File: src/rtl/vas_pkg.sv
// ----------------------------------------------------------------------------
// vas_pkg
// Shared codes, register indexes and transfer types of the valve actuation
// sequencer.
// ----------------------------------------------------------------------------
package vas_pkg;

   // Widths fixed by the field definitions
   localparam int CFG_W         = 16;
   localparam int CSR_INDEX_W   = 3;
   localparam int TIMER_W_DFLT  = 16;

   // Sequence steps
   localparam logic [3:0] ST_START_OPEN     = 4'd0;
   localparam logic [3:0] ST_WAIT_OPEN      = 4'd1;
   localparam logic [3:0] ST_START_CLOSE    = 4'd2;
   localparam logic [3:0] ST_WAIT_CLOSE     = 4'd3;
   localparam logic [3:0] ST_OPEN_SETTLE    = 4'd4;
   localparam logic [3:0] ST_CLOSE_SETTLE   = 4'd5;
   localparam logic [3:0] ST_FINISH         = 4'd6;
   localparam logic [3:0] ST_REP_OPEN       = 4'd7;
   localparam logic [3:0] ST_REP_WAIT_OPEN  = 4'd8;
   localparam logic [3:0] ST_REP_CLOSE      = 4'd9;
   localparam logic [3:0] ST_REP_WAIT_CLOSE = 4'd10;

   // Activity
   localparam logic [1:0] ACT_IDLE = 2'd0;
   localparam logic [1:0] ACT_RUN  = 2'd1;
   localparam logic [1:0] ACT_HALT = 2'd2;

   // Valve modes
   localparam logic [2:0] MD_NORMAL      = 3'd0;
   localparam logic [2:0] MD_FORCE       = 3'd1;
   localparam logic [2:0] MD_AUTO_OFF    = 3'd2;
   localparam logic [2:0] MD_OFF_IF_OK   = 3'd3;
   localparam logic [2:0] MD_OFF_IF_FAIL = 3'd4;
   localparam logic [2:0] MD_TEST        = 3'd5;

   // Commands
   localparam logic [2:0] CMD_TICK    = 3'd0;
   localparam logic [2:0] CMD_OPEN    = 3'd1;
   localparam logic [2:0] CMD_CLOSE   = 3'd2;
   localparam logic [2:0] CMD_REPEAT  = 3'd3;
   localparam logic [2:0] CMD_INVERSE = 3'd4;
   localparam logic [2:0] CMD_ON_OFF  = 3'd5;
   localparam logic [2:0] CMD_RETRY   = 3'd6;

   // Drive actions
   localparam logic [1:0] DRV_NONE  = 2'd0;
   localparam logic [1:0] DRV_OPEN  = 2'd1;
   localparam logic [1:0] DRV_CLOSE = 2'd2;
   localparam logic [1:0] DRV_OFF   = 2'd3;

   // Error codes
   localparam logic [1:0] ERR_NONE          = 2'd0;
   localparam logic [1:0] ERR_NOT_SAFE      = 2'd1;
   localparam logic [1:0] ERR_OPEN_TIMEOUT  = 2'd2;
   localparam logic [1:0] ERR_CLOSE_TIMEOUT = 2'd3;

   // Register indexes
   localparam logic [CSR_INDEX_W-1:0] REG_OPEN_TIMEOUT  = 3'd0;
   localparam logic [CSR_INDEX_W-1:0] REG_CLOSE_TIMEOUT = 3'd1;
   localparam logic [CSR_INDEX_W-1:0] REG_OPEN_SETTLE   = 3'd2;
   localparam logic [CSR_INDEX_W-1:0] REG_CLOSE_SETTLE  = 3'd3;
   localparam logic [CSR_INDEX_W-1:0] REG_REPEAT_PERIOD = 3'd4;
   localparam logic [CSR_INDEX_W-1:0] REG_IGNORE_SENSOR = 3'd5;

   typedef struct packed {
      logic [CFG_W-1:0] open_timeout_ticks;
      logic [CFG_W-1:0] close_timeout_ticks;
      logic [CFG_W-1:0] open_settle_ticks;
      logic [CFG_W-1:0] close_settle_ticks;
      logic [CFG_W-1:0] repeat_period_ticks;
      logic             ignore_sensor;
   } cfg_type;

   typedef struct packed {
      logic [3:0] step;
      logic [1:0] act;
      logic [2:0] mode;
      logic       test_flag;
      logic       vacuum_flag;
      logic [3:0] retry_step;
      logic [1:0] last_error;
   } state_type;

   typedef struct packed {
      logic [2:0] cmd;
      logic [2:0] valve_mode;
      logic       sensed_open;
      logic       sensed_closed;
      logic       motion_safe;
      logic       interlock;
      logic       estop;
   } req_type;

   typedef struct packed {
      logic       accepted;
      logic [1:0] drive;
      logic       busy_res;
      logic       halted;
      logic [1:0] error_code;
      logic       test_passed;
      logic       vacuum_on;
   } rsp_type;

endpackage

File: src/rtl/vas_cfg.sv
// ----------------------------------------------------------------------------
// vas_cfg
// Configuration register file: decodes csr writes into the timing limits and
// the sensor bypass.
// ----------------------------------------------------------------------------
module vas_cfg (
   input  logic                             clock,
   input  logic                             reset,
   input  logic                             wr_en,
   input  logic [vas_pkg::CSR_INDEX_W-1:0]  wr_index,
   input  logic [vas_pkg::CFG_W-1:0]        wr_data,
   output vas_pkg::cfg_type                 cfg
);

   vas_pkg::cfg_type cfg_ff;
   vas_pkg::cfg_type cfg_in;

   // Decode one register write
   always_comb begin
      cfg_in = cfg_ff;
      if (wr_en) begin
         case (wr_index)
            vas_pkg::REG_OPEN_TIMEOUT:  cfg_in.open_timeout_ticks  = wr_data;
            vas_pkg::REG_CLOSE_TIMEOUT: cfg_in.close_timeout_ticks = wr_data;
            vas_pkg::REG_OPEN_SETTLE:   cfg_in.open_settle_ticks   = wr_data;
            vas_pkg::REG_CLOSE_SETTLE:  cfg_in.close_settle_ticks  = wr_data;
            vas_pkg::REG_REPEAT_PERIOD: cfg_in.repeat_period_ticks = wr_data;
            vas_pkg::REG_IGNORE_SENSOR: cfg_in.ignore_sensor       = wr_data[0];
            default: ;
         endcase
      end
   end

   always_ff @(posedge clock) begin
      if (reset) begin
         cfg_ff <= '0;
      end else begin
         cfg_ff <= cfg_in;
      end
   end

   assign cfg = cfg_ff;

endmodule

File: src/rtl/vas_core.sv
// ----------------------------------------------------------------------------
// vas_core
// Next-state logic: applies one command, then advances the running sequence
// by one step and forms the result of the item.
// ----------------------------------------------------------------------------
module vas_core #(
   parameter int TIMER_WIDTH = vas_pkg::TIMER_W_DFLT
) (
   input  vas_pkg::req_type         req,
   input  vas_pkg::cfg_type         cfg,
   input  vas_pkg::state_type       state_cur,
   input  logic [TIMER_WIDTH-1:0]   cnt_cur,
   output vas_pkg::state_type       state_nxt,
   output logic [TIMER_WIDTH-1:0]   cnt_nxt,
   output vas_pkg::rsp_type         rsp
);

   localparam int CMP_W = (TIMER_WIDTH > vas_pkg::CFG_W) ? TIMER_WIDTH : vas_pkg::CFG_W;

   vas_pkg::state_type      st;
   logic [TIMER_WIDTH-1:0]  cnt;
   logic [TIMER_WIDTH-1:0]  cnt_inc;
   logic [vas_pkg::CFG_W-1:0] lim;
   logic                    expired;
   logic [2:0]              mode_l;
   logic                    may_start;
   logic                    acc;
   logic [1:0]              drv;
   logic                    off_fail;
   logic                    op;

   // Saturating tick count for the wait steps
   assign cnt_inc = (&cnt_cur) ? cnt_cur : cnt_cur + TIMER_WIDTH'(1);

   always_comb begin
      st        = state_cur;
      cnt       = cnt_cur;
      acc       = 1'b0;
      drv       = vas_pkg::DRV_NONE;
      lim       = '0;
      op        = 1'b0;
      mode_l    = (req.valve_mode > vas_pkg::MD_TEST) ? vas_pkg::MD_NORMAL : req.valve_mode;
      may_start = (state_cur.act == vas_pkg::ACT_IDLE) && !req.interlock && !req.estop;

      // Apply the command
      case (req.cmd)
         vas_pkg::CMD_OPEN, vas_pkg::CMD_CLOSE, vas_pkg::CMD_INVERSE: begin
            if (may_start) begin
               op = (req.cmd == vas_pkg::CMD_OPEN) ||
                    (req.cmd == vas_pkg::CMD_INVERSE && !req.sensed_open);
               st.step      = op ? vas_pkg::ST_START_OPEN : vas_pkg::ST_START_CLOSE;
               st.act       = vas_pkg::ACT_RUN;
               st.mode      = mode_l;
               st.test_flag = 1'b0;
               acc          = 1'b1;
            end
         end
         vas_pkg::CMD_REPEAT: begin
            if (may_start) begin
               st.step = vas_pkg::ST_REP_OPEN;
               st.act  = vas_pkg::ACT_RUN;
               st.mode = vas_pkg::MD_FORCE;
               acc     = 1'b1;
            end
         end
         vas_pkg::CMD_ON_OFF: begin
            if (state_cur.act == vas_pkg::ACT_IDLE) begin
               if (req.sensed_open) begin
                  drv = vas_pkg::DRV_OFF;
               end else begin
                  st.step = vas_pkg::ST_START_OPEN;
                  st.act  = vas_pkg::ACT_RUN;
               end
               st.mode      = mode_l;
               st.test_flag = 1'b0;
               acc          = 1'b1;
            end
         end
         vas_pkg::CMD_RETRY: begin
            if (state_cur.act == vas_pkg::ACT_HALT && !req.interlock && !req.estop) begin
               st.last_error = vas_pkg::ERR_NONE;
               st.step       = st.retry_step;
               st.act        = vas_pkg::ACT_RUN;
               acc           = 1'b1;
            end
         end
         default: ;
      endcase

      // Pick the limit of the current wait step
      case (st.step)
         vas_pkg::ST_WAIT_OPEN:    lim = cfg.open_timeout_ticks;
         vas_pkg::ST_WAIT_CLOSE:   lim = cfg.close_timeout_ticks;
         vas_pkg::ST_OPEN_SETTLE:  lim = cfg.open_settle_ticks;
         vas_pkg::ST_CLOSE_SETTLE: lim = cfg.close_settle_ticks;
         default:                  lim = cfg.repeat_period_ticks;
      endcase
      expired  = CMP_W'(cnt_inc) >= CMP_W'(lim);
      off_fail = (st.mode == vas_pkg::MD_AUTO_OFF) || (st.mode == vas_pkg::MD_OFF_IF_FAIL);

      // Advance the running sequence by one step
      if (st.act == vas_pkg::ACT_RUN) begin
         case (st.step)
            vas_pkg::ST_START_OPEN, vas_pkg::ST_START_CLOSE: begin
               op = (st.step == vas_pkg::ST_START_OPEN);
               if (!req.motion_safe) begin
                  st.last_error = vas_pkg::ERR_NOT_SAFE;
                  st.retry_step = st.step;
                  st.act        = vas_pkg::ACT_HALT;
               end else begin
                  st.last_error = vas_pkg::ERR_NONE;
                  drv = op ? vas_pkg::DRV_OPEN : vas_pkg::DRV_CLOSE;
                  cnt = '0;
                  if (st.mode == vas_pkg::MD_FORCE) begin
                     st.act = vas_pkg::ACT_IDLE;
                  end else begin
                     st.step = op ? vas_pkg::ST_WAIT_OPEN : vas_pkg::ST_WAIT_CLOSE;
                  end
               end
            end
            vas_pkg::ST_WAIT_OPEN: begin
               if (req.sensed_open || cfg.ignore_sensor) begin
                  st.test_flag   = 1'b1;
                  st.vacuum_flag = 1'b1;
                  cnt = '0;
                  st.step = (cfg.open_settle_ticks != '0) ? vas_pkg::ST_OPEN_SETTLE
                                                          : vas_pkg::ST_FINISH;
               end else if (cfg.open_timeout_ticks != '0) begin
                  cnt = cnt_inc;
                  if (expired) begin
                     if (off_fail) begin
                        drv = vas_pkg::DRV_OFF;
                     end
                     if (st.mode == vas_pkg::MD_TEST) begin
                        st.vacuum_flag = 1'b0;
                        drv            = vas_pkg::DRV_OFF;
                        st.act         = vas_pkg::ACT_IDLE;
                     end else begin
                        st.last_error = vas_pkg::ERR_OPEN_TIMEOUT;
                        st.retry_step = vas_pkg::ST_START_OPEN;
                        st.act        = vas_pkg::ACT_HALT;
                     end
                  end
               end
            end
            vas_pkg::ST_WAIT_CLOSE: begin
               if (req.sensed_closed || cfg.ignore_sensor) begin
                  st.test_flag = 1'b1;
                  cnt = '0;
                  st.step = (cfg.close_settle_ticks != '0) ? vas_pkg::ST_CLOSE_SETTLE
                                                           : vas_pkg::ST_FINISH;
               end else if (cfg.close_timeout_ticks != '0) begin
                  cnt = cnt_inc;
                  if (expired) begin
                     if (off_fail) begin
                        drv = vas_pkg::DRV_OFF;
                     end
                     st.last_error = vas_pkg::ERR_CLOSE_TIMEOUT;
                     st.retry_step = vas_pkg::ST_START_CLOSE;
                     st.act        = vas_pkg::ACT_HALT;
                  end
               end
            end
            vas_pkg::ST_OPEN_SETTLE, vas_pkg::ST_CLOSE_SETTLE: begin
               cnt = cnt_inc;
               if (expired) begin
                  st.step = vas_pkg::ST_FINISH;
               end
            end
            vas_pkg::ST_FINISH: begin
               if (st.mode == vas_pkg::MD_AUTO_OFF || st.mode == vas_pkg::MD_OFF_IF_OK) begin
                  drv = vas_pkg::DRV_OFF;
               end
               st.act = vas_pkg::ACT_IDLE;
            end
            vas_pkg::ST_REP_OPEN, vas_pkg::ST_REP_CLOSE: begin
               op = (st.step == vas_pkg::ST_REP_OPEN);
               if (!req.motion_safe) begin
                  st.last_error = vas_pkg::ERR_NOT_SAFE;
                  st.retry_step = st.step;
                  st.act        = vas_pkg::ACT_HALT;
               end else begin
                  drv = op ? vas_pkg::DRV_OPEN : vas_pkg::DRV_CLOSE;
                  cnt = '0;
                  st.step = op ? vas_pkg::ST_REP_WAIT_OPEN : vas_pkg::ST_REP_WAIT_CLOSE;
               end
            end
            vas_pkg::ST_REP_WAIT_OPEN, vas_pkg::ST_REP_WAIT_CLOSE: begin
               op = (st.step == vas_pkg::ST_REP_WAIT_OPEN);
               if (cfg.repeat_period_ticks != '0) begin
                  cnt = cnt_inc;
               end
               if (cfg.repeat_period_ticks == '0 || expired) begin
                  st.step = op ? vas_pkg::ST_REP_CLOSE : vas_pkg::ST_REP_OPEN;
               end
            end
            default: begin
               st.act = vas_pkg::ACT_IDLE;
            end
         endcase
      end
   end

   assign state_nxt = st;
   assign cnt_nxt   = cnt;

   // Form the result of the item
   assign rsp.accepted    = acc;
   assign rsp.drive       = drv;
   assign rsp.busy_res    = (st.act == vas_pkg::ACT_RUN);
   assign rsp.halted      = (st.act == vas_pkg::ACT_HALT);
   assign rsp.error_code  = st.last_error;
   assign rsp.test_passed = st.test_flag;
   assign rsp.vacuum_on   = st.vacuum_flag;

endmodule

File: src/rtl/valve_actuation_sequencer.sv
// ----------------------------------------------------------------------------
// valve_actuation_sequencer
// Flow: a request transfer is held in the input register, processed by the
//   step logic once the output register is free or draining, and its result
//   is presented from the output register.
// Throughput: one request per cycle while rsp_ready does not stall the output;
//   the step logic between the two registers handles one item per clock.
// Reset: sequencer idle at start open, counters, errors and valid flags cleared.
// ----------------------------------------------------------------------------
module valve_actuation_sequencer #(
   parameter int TIMER_WIDTH = vas_pkg::TIMER_W_DFLT
) (
   input  logic                             clock,
   input  logic                             reset,
   // request channel
   input  logic                             req_valid,
   output logic                             req_ready,
   input  logic [2:0]                       req_cmd,
   input  logic [2:0]                       req_valve_mode,
   input  logic                             req_sensed_open,
   input  logic                             req_sensed_closed,
   input  logic                             req_motion_safe,
   input  logic                             req_interlock,
   input  logic                             req_estop,
   // response channel
   output logic                             rsp_valid,
   input  logic                             rsp_ready,
   output logic                             rsp_accepted,
   output logic [1:0]                       rsp_drive,
   output logic                             rsp_busy_res,
   output logic                             rsp_halted,
   output logic [1:0]                       rsp_error_code,
   output logic                             rsp_test_passed,
   output logic                             rsp_vacuum_on,
   // configuration channel
   input  logic                             csr_valid,
   output logic                             csr_ready,
   input  logic [vas_pkg::CSR_INDEX_W-1:0]  csr_index,
   input  logic [vas_pkg::CFG_W-1:0]        csr_wdata
);

   logic                    in_valid_ff;
   logic                    in_valid_in;
   vas_pkg::req_type        in_ff;
   logic                    out_valid_ff;
   logic                    out_valid_in;
   vas_pkg::rsp_type        out_ff;
   vas_pkg::state_type      state_ff;
   vas_pkg::state_type      state_in;
   logic [TIMER_WIDTH-1:0]  cnt_ff;
   logic [TIMER_WIDTH-1:0]  cnt_in;
   vas_pkg::cfg_type        cfg;
   vas_pkg::rsp_type        rsp_in;
   logic                    fire;

   // Configuration writes are always taken
   assign csr_ready = 1'b1;

   vas_cfg u_cfg (
      .clock    (clock),
      .reset    (reset),
      .wr_en    (csr_valid & csr_ready),
      .wr_index (csr_index),
      .wr_data  (csr_wdata),
      .cfg      (cfg)
   );

   // Process the held item when the output register is free or draining
   assign fire      = in_valid_ff && (!out_valid_ff || rsp_ready);
   assign req_ready = !in_valid_ff || fire;

   assign in_valid_in  = (req_valid && req_ready) || (in_valid_ff && !fire);
   assign out_valid_in = fire || (out_valid_ff && !rsp_ready);

   vas_core #(
      .TIMER_WIDTH (TIMER_WIDTH)
   ) u_core (
      .req       (in_ff),
      .cfg       (cfg),
      .state_cur (state_ff),
      .cnt_cur   (cnt_ff),
      .state_nxt (state_in),
      .cnt_nxt   (cnt_in),
      .rsp       (rsp_in)
   );

   // Control and sequencer state
   always_ff @(posedge clock) begin
      if (reset) begin
         in_valid_ff  <= 1'b0;
         out_valid_ff <= 1'b0;
         cnt_ff       <= '0;
         state_ff     <= '{step:        vas_pkg::ST_START_OPEN,
                           act:         vas_pkg::ACT_IDLE,
                           mode:        vas_pkg::MD_NORMAL,
                           test_flag:   1'b0,
                           vacuum_flag: 1'b0,
                           retry_step:  vas_pkg::ST_START_OPEN,
                           last_error:  vas_pkg::ERR_NONE};
      end else begin
         in_valid_ff  <= in_valid_in;
         out_valid_ff <= out_valid_in;
         if (fire) begin
            state_ff <= state_in;
            cnt_ff   <= cnt_in;
         end
      end
   end

   // Payload registers: capture on transfer, hold otherwise
   always_ff @(posedge clock) begin
      if (req_valid && req_ready) begin
         in_ff <= '{cmd:           req_cmd,
                    valve_mode:    req_valve_mode,
                    sensed_open:   req_sensed_open,
                    sensed_closed: req_sensed_closed,
                    motion_safe:   req_motion_safe,
                    interlock:     req_interlock,
                    estop:         req_estop};
      end
      if (fire) begin
         out_ff <= rsp_in;
      end
   end

   assign rsp_valid       = out_valid_ff;
   assign rsp_accepted    = out_ff.accepted;
   assign rsp_drive       = out_ff.drive;
   assign rsp_busy_res    = out_ff.busy_res;
   assign rsp_halted      = out_ff.halted;
   assign rsp_error_code  = out_ff.error_code;
   assign rsp_test_passed = out_ff.test_passed;
   assign rsp_vacuum_on   = out_ff.vacuum_on;

   // A halted sequencer always carries an error code
   a_halt_has_error: assert property (@(posedge clock) disable iff (reset)
      (state_ff.act == vas_pkg::ACT_HALT) |-> (state_ff.last_error != vas_pkg::ERR_NONE))
      else $error("halted without an error code");

   // A held request that is not processed stays in the input register
   a_input_hold: assert property (@(posedge clock) disable iff (reset)
      (in_valid_ff && !fire) |=> (in_valid_ff && $stable(in_ff)))
      else $error("held request lost or changed");

   // Sequencer state moves only when an item is processed
   a_state_quiet: assert property (@(posedge clock) disable iff (reset)
      !fire |=> ($stable(state_ff) && $stable(cnt_ff)))
      else $error("sequencer state changed without an item");

   // A stalled result is not overwritten
   a_output_hold: assert property (@(posedge clock) disable iff (reset)
      (out_valid_ff && !rsp_ready) |-> !fire)
      else $error("result overwritten while stalled");

endmodule
File: config.mk
export PLATFORM = sky130hd
export DESIGN_NAME = valve_actuation_sequencer
export DESIGN_NICKNAME = d
export VERILOG_FILES = /design/src/rtl/vas_pkg.sv /design/src/rtl/vas_cfg.sv /design/src/rtl/vas_core.sv /design/src/rtl/valve_actuation_sequencer.sv
export SDC_FILE = /design/constraint.sdc
export NUM_CORES = 1
export LEC_CHECK = 0
export BUFFER_PORTS_ARGS = -buffer_cell sky130_fd_sc_hd__buf_2
export CAP_MARGIN = 20
export CORE_MARGIN = 3
export CORE_UTILIZATION = 45
export CTS_CLUSTER_SIZE = 28
export DETAILED_ROUTE_END_ITERATION = 7
export SYNTH_ARGS = -nofsm -noshare
export SYNTH_HDL_FRONTEND = slang
export SYNTH_SLANG_ARGS = --single-unit
export TNS_END_PERCENT = 5
File: constraint.sdc
create_clock -name clock -period 9.3 [get_ports clock]
set_input_delay 0.465 -clock clock [delete_from_list [all_inputs] [get_ports clock]]
set_output_delay 0.465 -clock clock [all_outputs]
set_load 0.01 [all_outputs]
Word level (Yosys, flattened, before mapping)
Index checks and enable logic that the tools add are counted.
- equality and inequality tests: 43
- $add $sub $neg: 1
- magnitude comparators: 2
- multiplexer cells: 86
- reductions and logical operators: 54
- operators with widths (kind ; count):
    16-bit 2-to-1 mux ; 7
    16-bit one-hot mux with 5 select lines ; 1
    16-bit nonzero test ; 5
    2-bit 2-to-1 mux ; 34
    16-bit one-hot mux with 4 select lines ; 1
    6-bit 2-to-1 mux ; 9
    6-bit one-hot mux with 4 select lines ; 2
    4-bit 2-to-1 mux ; 9
    4-bit one-hot mux with 6 select lines ; 1
    3-bit equality test, second input constant ; 7
    10-bit 2-to-1 mux ; 2
    2-bit one-hot mux with 5 select lines ; 2
    3-bit by 2-bit equality test with 1-bit output, second input constant ; 6
    16-bit by 1-bit adder with 16-bit output, second input constant ; 1
    4-bit by 3-bit equality test with 1-bit output, second input constant ; 4
    16-bit greater-or-equal comparator ; 1
    16-bit logical NOT ; 1
    16-bit AND reduction ; 1
    7-bit 2-to-1 mux ; 2
    4-bit equality test, second input constant ; 3
    2-bit by 1-bit != test with 1-bit output, second input constant ; 6
    12-bit AND reduction ; 1
    2-bit AND reduction ; 6
    4-bit OR reduction ; 3
    other kinds (26) ; 71
- bits of input ports: 35
- register bits after elaboration: 136

Depth between registers and ports, before layout
- depth in word-level cells: 15
- depth in mapped cells: 22

Cells and area by module
Synthesis repeated with hierarchy kept, for this count alone.
- cells, all modules: 1026
- area, all modules: 9056.2 um^2
- by module, submodules not included (module ; seq. area each (um^2) ; cells an instance ; area each (um^2) ; instances):
    vas_core ; 0.0 ; 564 ; 3633.5 ; 1
    vas_cfg ; 1621.6 ; 287 ; 3220.6 ; 1
    valve_actuation_sequencer ; 1301.2 ; 175 ; 2202.1 ; 1

Worst setup path after synthesis
No wires, ideal clock.
- path type: reg2reg
- from: register in_ff[1] (netlist bit)
- to: register out_ff (netlist bit rsp_drive[0]), data pin
- library setup time: 0.259 ns
- stages on the path, launching flop included: 21
- slack: 4.256 ns
- data required time: 9.041 ns
- period minus slack after synthesis: 5.044 ns
- arrival time: 4.785 ns
- buffers on the path: 2
- cell sequence: edfxtp_1 nor4b_4 nor3_1 o31ai_1 nand2_1 nor3_2 nand2_1 clkbuf_1 o22ai_1 a21oi_1 a221oi_1 ha_1 a21o_1 a221oi_1 o211ai_1 a211o_1 clkbuf_1 and2_1 nand3_1 a221oi_1 o31a_1
- RTL lines (element ; line ; source):
    start: declaration ; valve_actuation_sequencer.sv:44 ; vas_pkg::req_type in_ff;
    start signal: assignment ; valve_actuation_sequencer.sv:113 ; in_ff <= '{cmd: req_cmd,
    end signal: assignment ; valve_actuation_sequencer.sv:122 ; out_ff <= rsp_in;
    end: declaration ; valve_actuation_sequencer.sv:47 ; vas_pkg::rsp_type out_ff;

==> impl_metrics.py <==
metrics = {
    "timing": {
        "finalHoldViolations": 0,
        "tns_ps": 0,
        "finalCritPeriodShare_pct": 66.93,
        "drv_slew": 0,
        "holdWs_ps": 203.6,
        "layout_min_cycle_time_ps": 6225,
        "tightest_slew_ps": 1093,
        "finalClockSkew_ps": 11.11,
        "fmax_ghz": 0.1607,
        "finalSetupViolCount": 0,
        "rsz0062_at_grt": "no",
        "slew_headroom_pct": 26.90,
    },
    "routing": {
        "vias": 7327,
        "firstDrtPassIters": 5,
        "routedWlPerCell_um": 18.44,
        "ant_nets": 0,
        "drtIter0Drc": 872,
        "wl_mm": 22.49,
        "viasPerCell": 6.006,
        "drc": 0,
    },
    "pwr": {
        "power_density_mw_per_mm2": 181.5,
        "leakagePower_nw": 3.037,
        "switching_share_pct": 29.94,
        "p_sw_w": 0.0004606,
        "seqPwrFrac_pct": 40.9,
        "p_int_w": 0.001078,
        "ir_worst_vdd_uv": 140.6,
        "pwr-share-comb_pct": 12.7,
        "clockPowerShare_pct": 46.4,
    },
    "finish": {
        "area_growth_pct": 12.02,
        "instances_no_fill": 1220,
        "drive_above_1_share_pct": 10.56,
        "fin_nets": 1043,
        "n_antenna_cell": 0,
    },
    "grt": {
        "grt_max_degree": 92,
        "grt_pass1_vias": 6521,
        "grt_overflow": 0,
        "grt_pass1_wl_mm": 35.87,
        "track_usage_pct": 24.73,
        "antenna_found_initial": 0,
    },
    "worst_setup_path": {
        "critPathKind": "reg2reg",
        "crit_fanout": 19,
        "critPathLaunchType": "flip-flop",
        "crit_path_end_kind": "flip-flop",
        "crit_arrival_ps": 6400,
        "cp.required_ps": 9480,
    },
    "yosys": {
        "synthCells": 984,
        "synth_cell_types": 72,
        "ys_seq_elements": 136,
        "yosysTopAreaCell": "dfxtp_1",
        "synth_edf_count": 20,
        "yosys_warnings": 0,
        "syn_area_per_cell_um2": 7.690,
        "ys_seq_area_share_pct": 38.62,
        "syn_nets": 1036,
        "synth_area_mm2": 0.007567,
        "netlist_top_cells_count": "nand2_1 (218), a21oi_1 (133), dfxtp_1 (116), nor2_1 (63), clkbuf_1 (51)",
        "synth-main-ff-cell": "dfxtp_1",
        "synth_most_common_cell": "nand2_1",
        "synthArstFlopShare_pct": 0,
        "synth_area_leaders": "dfxtp_1 (31%), nand2_1 (11%), a21oi_1 (8.8%)",
        "synth_top_area_share_pct": 30.69,
    },
    "clock_network": {
        "hold_buffers": 0,
        "h-tree-depth": 4,
        "cts_made_buffers": 17,
        "post_cts_buffers": 0,
        "clk_pin_slew_worst_paths_ps": 70,
        "cts-root-buf": "clkbuf_16",
        "cts_tree": "yes",
        "insertion_delay_ps": 430,
        "ctsLongestPathBuffers": 2,
        "clock-sinks": 136,
        "cts_resized": 0,
    },
    "floorplanning": {
        "rows": 46,
        "core_area_mm2": 0.01617,
        "initial_utilization_pct": 46.79,
        "die_h_um": 135.7,
        "die_area_mm2": 0.01841,
        "io_pins": 47,
        "die_x_um": 135.7,
    },
    "placed_design": {
        "dp_hpwl_mm": 15.95,
        "post-place-cells": 1187,
        "portBuffers": 45,
        "gp_congestion": 0.9495,
    },
    "outcome": {
        "outcome": "complete, no violations",
    },
    "flow_run": {
        "maxCapViolCount": 0,
    },
    "min_path": {
        "holdCritPathClass": "in2reg",
    },
}
[sequential cells by signal, summed over array words and instances, names as in the netlist, 2 cells and up]
name and flops:
cnt_ff 16, in_ff 11, rsp_drive 2, rsp_error_code 2, state_ff 17, u_cfg.cfg 81
[worst max-delay path: stages (launching register included)]
cell and delay (ps):
dfxtp_1 420, or4_4 590, o21a_1 250, o31a_1 310, nor2_1 830, nand2_1 670
o21ai_0 240, a21oi_1 120, a221oi_1 270, ha_1 290, and3_1 180, a221oi_1 420
a21oi_1 130, a211o_1 470, and2_1 230, nand3_1 100, a221oi_1 100, o31a_1 320
[placed cells by master, fill, tap and decap left out, types with 5 or more instances in the layout]
cell type,n
or2_2,5
edfxtp_1,20
o21a_1,8
and3_1,11
or3_1,14
inv_8,6
buf_2,44
inv_1,16
o22ai_1,19
and2_1,8
nor4_1,23
dfxtp_1,116
nor3_1,18
nand2_1,218
o31a_1,7
mux2i_1,5
o21ai_0,36
xnor2_1,10
a211oi_1,5
a21oi_1,133
ha_1,17
buf_4,7
nor2b_1,9
o211ai_1,8
o32ai_1,9
nand4_1,12
nand3_1,23
nor2_1,63
clkbuf_16,18
o31ai_1,9
nand2b_1,7
a31oi_1,5
a221oi_1,18
[cells by family after synthesis]
family	count (synthesis)	share of synthesized area [%]
simple gates	432	26.77
xor+xnor	12	1.389
fa+ha+maj	17	2.811
mux	7	0.9590
flops	136	38.62
buf+inv	80	4.448
compound gates	299	24.95
other cells	1	0.04956
[per-stage QoR]
step	power [W]	utilization, %	setup WS (ps)	instance area [um2]
floorplan	0.0007712	-	4256	7567
global placement	0.0008328	48.48	2899	7840
detailed placement	0.0008313	48.48	2825	7840
CTS	0.001543	52.33	2819	8463
global route	0.001592	52.41	2700	8477
finish	0.001538	52.41	3075	8477
[final timing paths]
path	startpoint	to	slack, ps	cells after the start
max	state_ff[12]	rsp_drive[1]	3080	17
min	req_interlock	in_ff[1]	200	1
max reg2reg	state_ff[12]	rsp_drive[1]	3080	17
min reg2reg	u_cfg.cfg[18]	u_cfg.cfg[18]	470	2
[per-layer routing]
layer,up-vias,GRT usage [%],routed length [um]
li1,3605,-,-
met1,3398,37.87,11370
met2,296,34.43,9160
met3,28,6.538,1680
met4,0,5.767,284
met5,-,0,0
[power groups by stage]
stage          combinational, W  clock, W  sequential (W)
2_1_floorplan          0.000136         0        0.000635
3_5_place_dp           0.000190         0        0.000641
5_1_grt                0.000214  0.000747        0.000630
4_1_cts                0.000191  0.000724        0.000628
3_3_place_gp           0.000191         0        0.000641
6_report               0.000195  0.000715        0.000629
[cell type report]
type / count / area (um2)
fill: 1590 / 7696
multi-input combinational: 768 / 4314
sequential: 136 / 2923
clock buffer: 18 / 450.4
timing repair buffer: 52 / 286.5
tap: 216 / 270.3
clock inverter: 14 / 172.7
inverter: 16 / 60.06
No activity file was read; power rests on OpenSTA's default activity.
